## src/hw/rtl/dsp_pkg.sv

```systemverilog
`timescale 1ns / 1ps
// ----------------------------------------------------------------------------
// dsp_pkg
// Shared types, constants and helpers of the DAG shortest path unit.
// ----------------------------------------------------------------------------
package dsp_pkg;

    localparam int NODE_W         = 12;
    localparam int WEIGHT_W       = 16;
    localparam int OUT_W          = 32;
    localparam int EPOCH_W        = 8;
    localparam int PADDR_W        = 3;
    localparam int MAX_NODES_DEF  = 4096;
    localparam int DIST_WIDTH_DEF = 32;

    localparam logic [NODE_W-1:0] NODE_MAX  = '1;
    localparam int unsigned       UNREACHED = 999999;

    localparam logic REG_SOURCE = 1'b0;
    localparam logic REG_DEST   = 1'b1;

    localparam logic KIND_EDGE   = 1'b0;
    localparam logic KIND_FINISH = 1'b1;

    // last field in the low bits
    typedef struct packed {
        logic [WEIGHT_W-1:0] weight;
        logic [NODE_W-1:0]   to_node;
        logic [NODE_W-1:0]   from_node;
    } edge_t;

    function automatic logic node_in_range(logic [NODE_W-1:0] node, int unsigned limit);
        return 32'(node) < 32'(limit);
    endfunction

endpackage

```

## src/hw/rtl/dsp_relax.sv

```systemverilog
`timescale 1ns / 1ps
// ----------------------------------------------------------------------------
// dsp_relax
// Edge relaxation: resolves both endpoint distances, saturating add, compare.
// ----------------------------------------------------------------------------
module dsp_relax #(
    parameter int MAX_NODES  = dsp_pkg::MAX_NODES_DEF,
    parameter int DIST_WIDTH = dsp_pkg::DIST_WIDTH_DEF
) (
    input  dsp_pkg::edge_t                                 item,
    input  logic [dsp_pkg::NODE_W-1:0]                     dest_node,
    input  logic [dsp_pkg::EPOCH_W-1:0]                    epoch,
    input  logic [DIST_WIDTH+dsp_pkg::EPOCH_W-1:0]         from_entry,
    input  logic [DIST_WIDTH+dsp_pkg::EPOCH_W-1:0]         to_entry,
    output logic                                           wr_en,
    output logic [DIST_WIDTH-1:0]                          wr_dist
);

    localparam int MEM_W = DIST_WIDTH + dsp_pkg::EPOCH_W;
    localparam logic [DIST_WIDTH-1:0] UNREACHED_D = DIST_WIDTH'(dsp_pkg::UNREACHED);

    logic                  from_in;
    logic                  to_in;
    logic                  from_valid;
    logic                  to_valid;
    logic [DIST_WIDTH-1:0] to_dist;
    logic [DIST_WIDTH-1:0] cur_dist;
    logic [DIST_WIDTH:0]   sum;
    logic [DIST_WIDTH-1:0] new_dist;

    always_comb begin
        from_in    = dsp_pkg::node_in_range(item.from_node, MAX_NODES);
        to_in      = dsp_pkg::node_in_range(item.to_node, MAX_NODES);
        from_valid = from_in && (from_entry[MEM_W-1 -: dsp_pkg::EPOCH_W] == epoch);
        to_valid   = to_in && (to_entry[MEM_W-1 -: dsp_pkg::EPOCH_W] == epoch);

        if (item.to_node == dest_node) begin
            to_dist = '0;
        end else if (to_valid) begin
            to_dist = to_entry[DIST_WIDTH-1:0];
        end else begin
            to_dist = UNREACHED_D;
        end

        cur_dist = from_valid ? from_entry[DIST_WIDTH-1:0] : UNREACHED_D;

        sum      = {1'b0, to_dist} + (DIST_WIDTH + 1)'(item.weight);
        new_dist = sum[DIST_WIDTH] ? '1 : sum[DIST_WIDTH-1:0];

        wr_en   = (item.from_node != dest_node) && from_in && (new_dist < cur_dist);
        wr_dist = new_dist;
    end

endmodule
```

## config.mk

```make
export PLATFORM = sky130hd
export DESIGN_NAME = dsp_relax
export DESIGN_NICKNAME = d
export VERILOG_FILES = /design/src/hw/rtl/dsp_pkg.sv /design/src/hw/rtl/dsp_relax.sv
export SDC_FILE = /design/constraint.sdc
export NUM_CORES = 1
export LEC_CHECK = 0
export BUFFER_PORTS_ARGS = -buffer_cell sky130_fd_sc_hd__buf_2
export CORE_MARGIN = 1
export CORE_UTILIZATION = 41
export DETAILED_ROUTE_END_ITERATION = 8
export PLACE_DENSITY_LB_ADDON = 0.12
export SLEW_MARGIN = 20
export SYNTH_ARGS = -nofsm -noshare
export SYNTH_HDL_FRONTEND = slang
export SYNTH_SLANG_ARGS = --single-unit
```

## constraint.sdc

```tcl
create_clock -name vclk -period 9.2
set_clock_uncertainty 0.2 [all_clocks]
set_input_delay 2.3 -clock vclk [all_inputs]
set_output_delay 2.3 -clock vclk [all_outputs]
set_load 0.005 [all_outputs]
```

==> results.py <==
metrics = {
    "route": {
        "first_iter_violations": 223,
        "drtPass1Iterations": 6,
        "vias": 4072,
        "wl_per_cell_um": 15.07,
        "antenna_left": 0,
        "drt-total-wl_um": 11240,
        "routed_via_density": 5.458,
        "drc_errors": 29,
    },
    "placed_design": {
        "io_buffer_count": 173,
        "gp_congestion": 0.9046,
        "dp.cells": 728,
        "dp_hpwl_um": 8803,
    },
    "setup_path": {
        "critPathLaunchType": "input pin",
        "end_kind": "output pin",
        "cp-startpoint": "dest_node[6]",
        "cp.arrival_ps": 6990,
        "crit_fanout": 8,
        "required_ps": 6700,
        "path_class": "input pin to output pin",
    },
    "worst_hold_path": {
        "holdPathEnd": "wr_dist[0]",
        "min_from": "item[24]",
        "hp-class": "input pin to output pin",
        "worstHoldPathCells": 4,
    },
    "logic_synthesis": {
        "netlist.area_leader.share_pct": 21.32,
        "syn_inst": 388,
        "ys_types": 54,
        "synth.most_common_cell": "nand2_1",
        "syn_avg_cell_area_um2": 7.111,
        "synthTopCellsByArea": "ha_1 21%, xnor2_1 9.5%, xor2_1 9.2%, nand2_1 7.1%, a21oi_1 5.6%",
        "yosys_warnings": 0,
        "synth_area_leader_cell": "ha_1",
        "syn-num-nets": 576,
        "ys_seq_area_share_pct": 0,
        "yosys-top-cells-count": "52 x nand2_1, 47 x ha_1, 31 x a21oi_1",
        "synth_area_um2": 2759,
    },
    "finish": {
        "fillers": 514,
        "nClkBuffers": 0,
        "stdcell_count": 746,
        "regArea_um2": 0,
        "area_delta_synth_final_pct": 76.28,
        "seq_cell_count": 0,
        "antennaDiodeCount": 0,
        "nets": 859,
        "layout-drive-gt1-share_pct": 51.27,
        "fin_util_pct": 75.73,
    },
    "outcome": {
        "violations": "DRC, setup timing",
        "status": "finished, violations left",
    },
    "floorplan": {
        "row_count": 29,
        "die_area_um2": 7061,
        "die_y_um": 84.03,
        "start_util_pct": 42.96,
        "num_io_pins": 173,
        "die_x_um": 84.03,
        "core_um2": 6422,
    },
    "timing": {
        "fmax_mhz": 105.4,
        "setup_viol": 1,
        "post-route-period-util_pct": 103.1,
        "whs_ps": 4825,
        "setup_slack_ps": -288.1,
        "rsz0062_at_grt": "yes",
        "min_period_ps": 9488,
        "hold_viol": 0,
        "relSlewSlack_pct": 67.88,
        "worst_pin_slew_ps": 480.9,
        "drv_slew": 0,
    },
    "global_route": {
        "grt_antenna_before_repair": 0,
        "grt-ovfl-total": 0,
        "grt_pass1_wl_um": 16620,
        "grt_max_degree": 18,
        "grt_usage_pct": 28.29,
        "grt_pass1_vias": 3751,
    },
    "power": {
        "fin_total_pwr_mw": 0.1873,
        "p_per_area_nw_per_um2": 38.51,
        "switching_share_pct": 46.70,
        "power.share.clock_pct": 0,
        "p_comb_share_pct": 100.0,
        "p_leak_nw": 2.444,
        "p_int_mw": 0.09983,
        "vdd_ir_drop_max_mv": 0.03168,
        "net-switching-power_mw": 0.08748,
        "pwr-share-seq_pct": 0,
    },
    "flow_run": {
        "maxCapViolCount": 0,
    },
    "clocking": {
        "cts.hold.buffers_added": 0,
    },
}
==> critical path: stages <==
cell,delay [ps]
buf_2,110
xor2_1,150
nor4_2,340
nand3_1,220
buf_6,200
o21a_1,100
ha_1,220
fa_2,420
a211oi_2,320
nor3_2,110
o211ai_2,190
o211ai_2,170
nand4_1,200
buf_4,150
nand2_1,90
ha_1,300
a21o_1,160
nand3_1,70
a21oi_1,70
a2111oi_2,220
o21ai_1,130
a2111oi_2,330
buf_4,170
o211a_1,140
buf_2,110
==> how the worst max path moves through the flow <==
stage | to | slack, ps | cells past startpoint
after floorplan | wr_en | 30 | 23
after global placement | wr_en | -530 | 26
after detailed placement | wr_en | -620 | 26
after CTS | wr_en | -130 | 26
after global routing | wr_en | -520 | 25
final | wr_en | -290 | 25
==> cells by family (layout without fill, tap and decap cells) <==
family | count (synthesis) | in the layout | share of synthesized area (%)
adder cells (fa/ha/maj) | 48 | 48 | 22.04
XOR/XNOR | 59 | 59 | 18.73
AND/OR/NAND/NOR | 154 | 154 | 29.12
buffers and inverters | 15 | 296 | 2.177
AO/OA/AOI/OAI | 112 | 112 | 27.94
==> layout by cell type, fill, tap and decap left out, types with 3 or more instances in the layout <==
cell type,instances
o21ai_0,12
and3_1,6
nand2b_1,3
a211oi_1,4
nand3_1,12
a21oi_1,29
ha_1,38
o21ai_1,13
and2_4,3
buf_2,173
buf_4,112
buf_6,5
nor3_1,19
nor2_1,12
o21a_1,10
nor3_2,3
nand2_1,51
and2_1,7
nor4_4,3
xor2_1,28
xnor2_1,30
ha_4,8
a2111oi_2,3
a211o_1,3
a21o_1,8
inv_1,5
nand4_1,14
==> layer usage <==
layer	global-route usage, %	share of wire [%]	routed length, um	vias to the layer above
met4	2.821	1.9	209	0
met5	0	0	0	-
met1	34.18	40	4547	1838
li1	-	-	-	2016
met2	54.77	51	5696	200
met3	3.066	7.0	788	18
==> power by group through the flow <==
stage / registers, mW / logic (mW) / clock network, mW
6_report: 0 / 0.187 / 0
5_1_grt: 0 / 0.204 / 0
4_1_cts: 0 / 0.173 / 0
3_5_place_dp: 0 / 0.167 / 0
3_3_place_gp: 0 / 0.165 / 0
2_1_floorplan: 0 / 0.0749 / 0
==> stage by stage <==
stage	TNS [ps]	instance area, um2	setup WS [ps]
3_3_place_gp	-529.8	4431	-529.8
4_1_cts	-132.8	4536	-132.8
2_1_floorplan	0	2765	34.54
5_1_grt	-524.0	4863	-524.0
6_report	-288.1	4863	-288.1
3_5_place_dp	-620.6	4431	-620.6
==> repair_timing <==
item                       4_1_cts  5_1_grt
hold endpoints to repair         0        0
buffers inserted                 5       13
gates resized for setup         18       36
setup endpoints to repair        1        1
gates cloned                     0        1
pin swaps                       12       33
==> area by class of cell <==
| type | instances | area (um2) | area share, % |
|---|---|---|---|
| Tap cell | 77 | 96.34 | 1.981 |
| Inverter | 5 | 18.77 | 0.3859 |
| Timing Repair Buffer | 291 | 1768 | 36.35 |
| Multi-Input combinational cell | 373 | 2980 | 61.28 |
No activity file was read; power rests on OpenSTA's default activity.
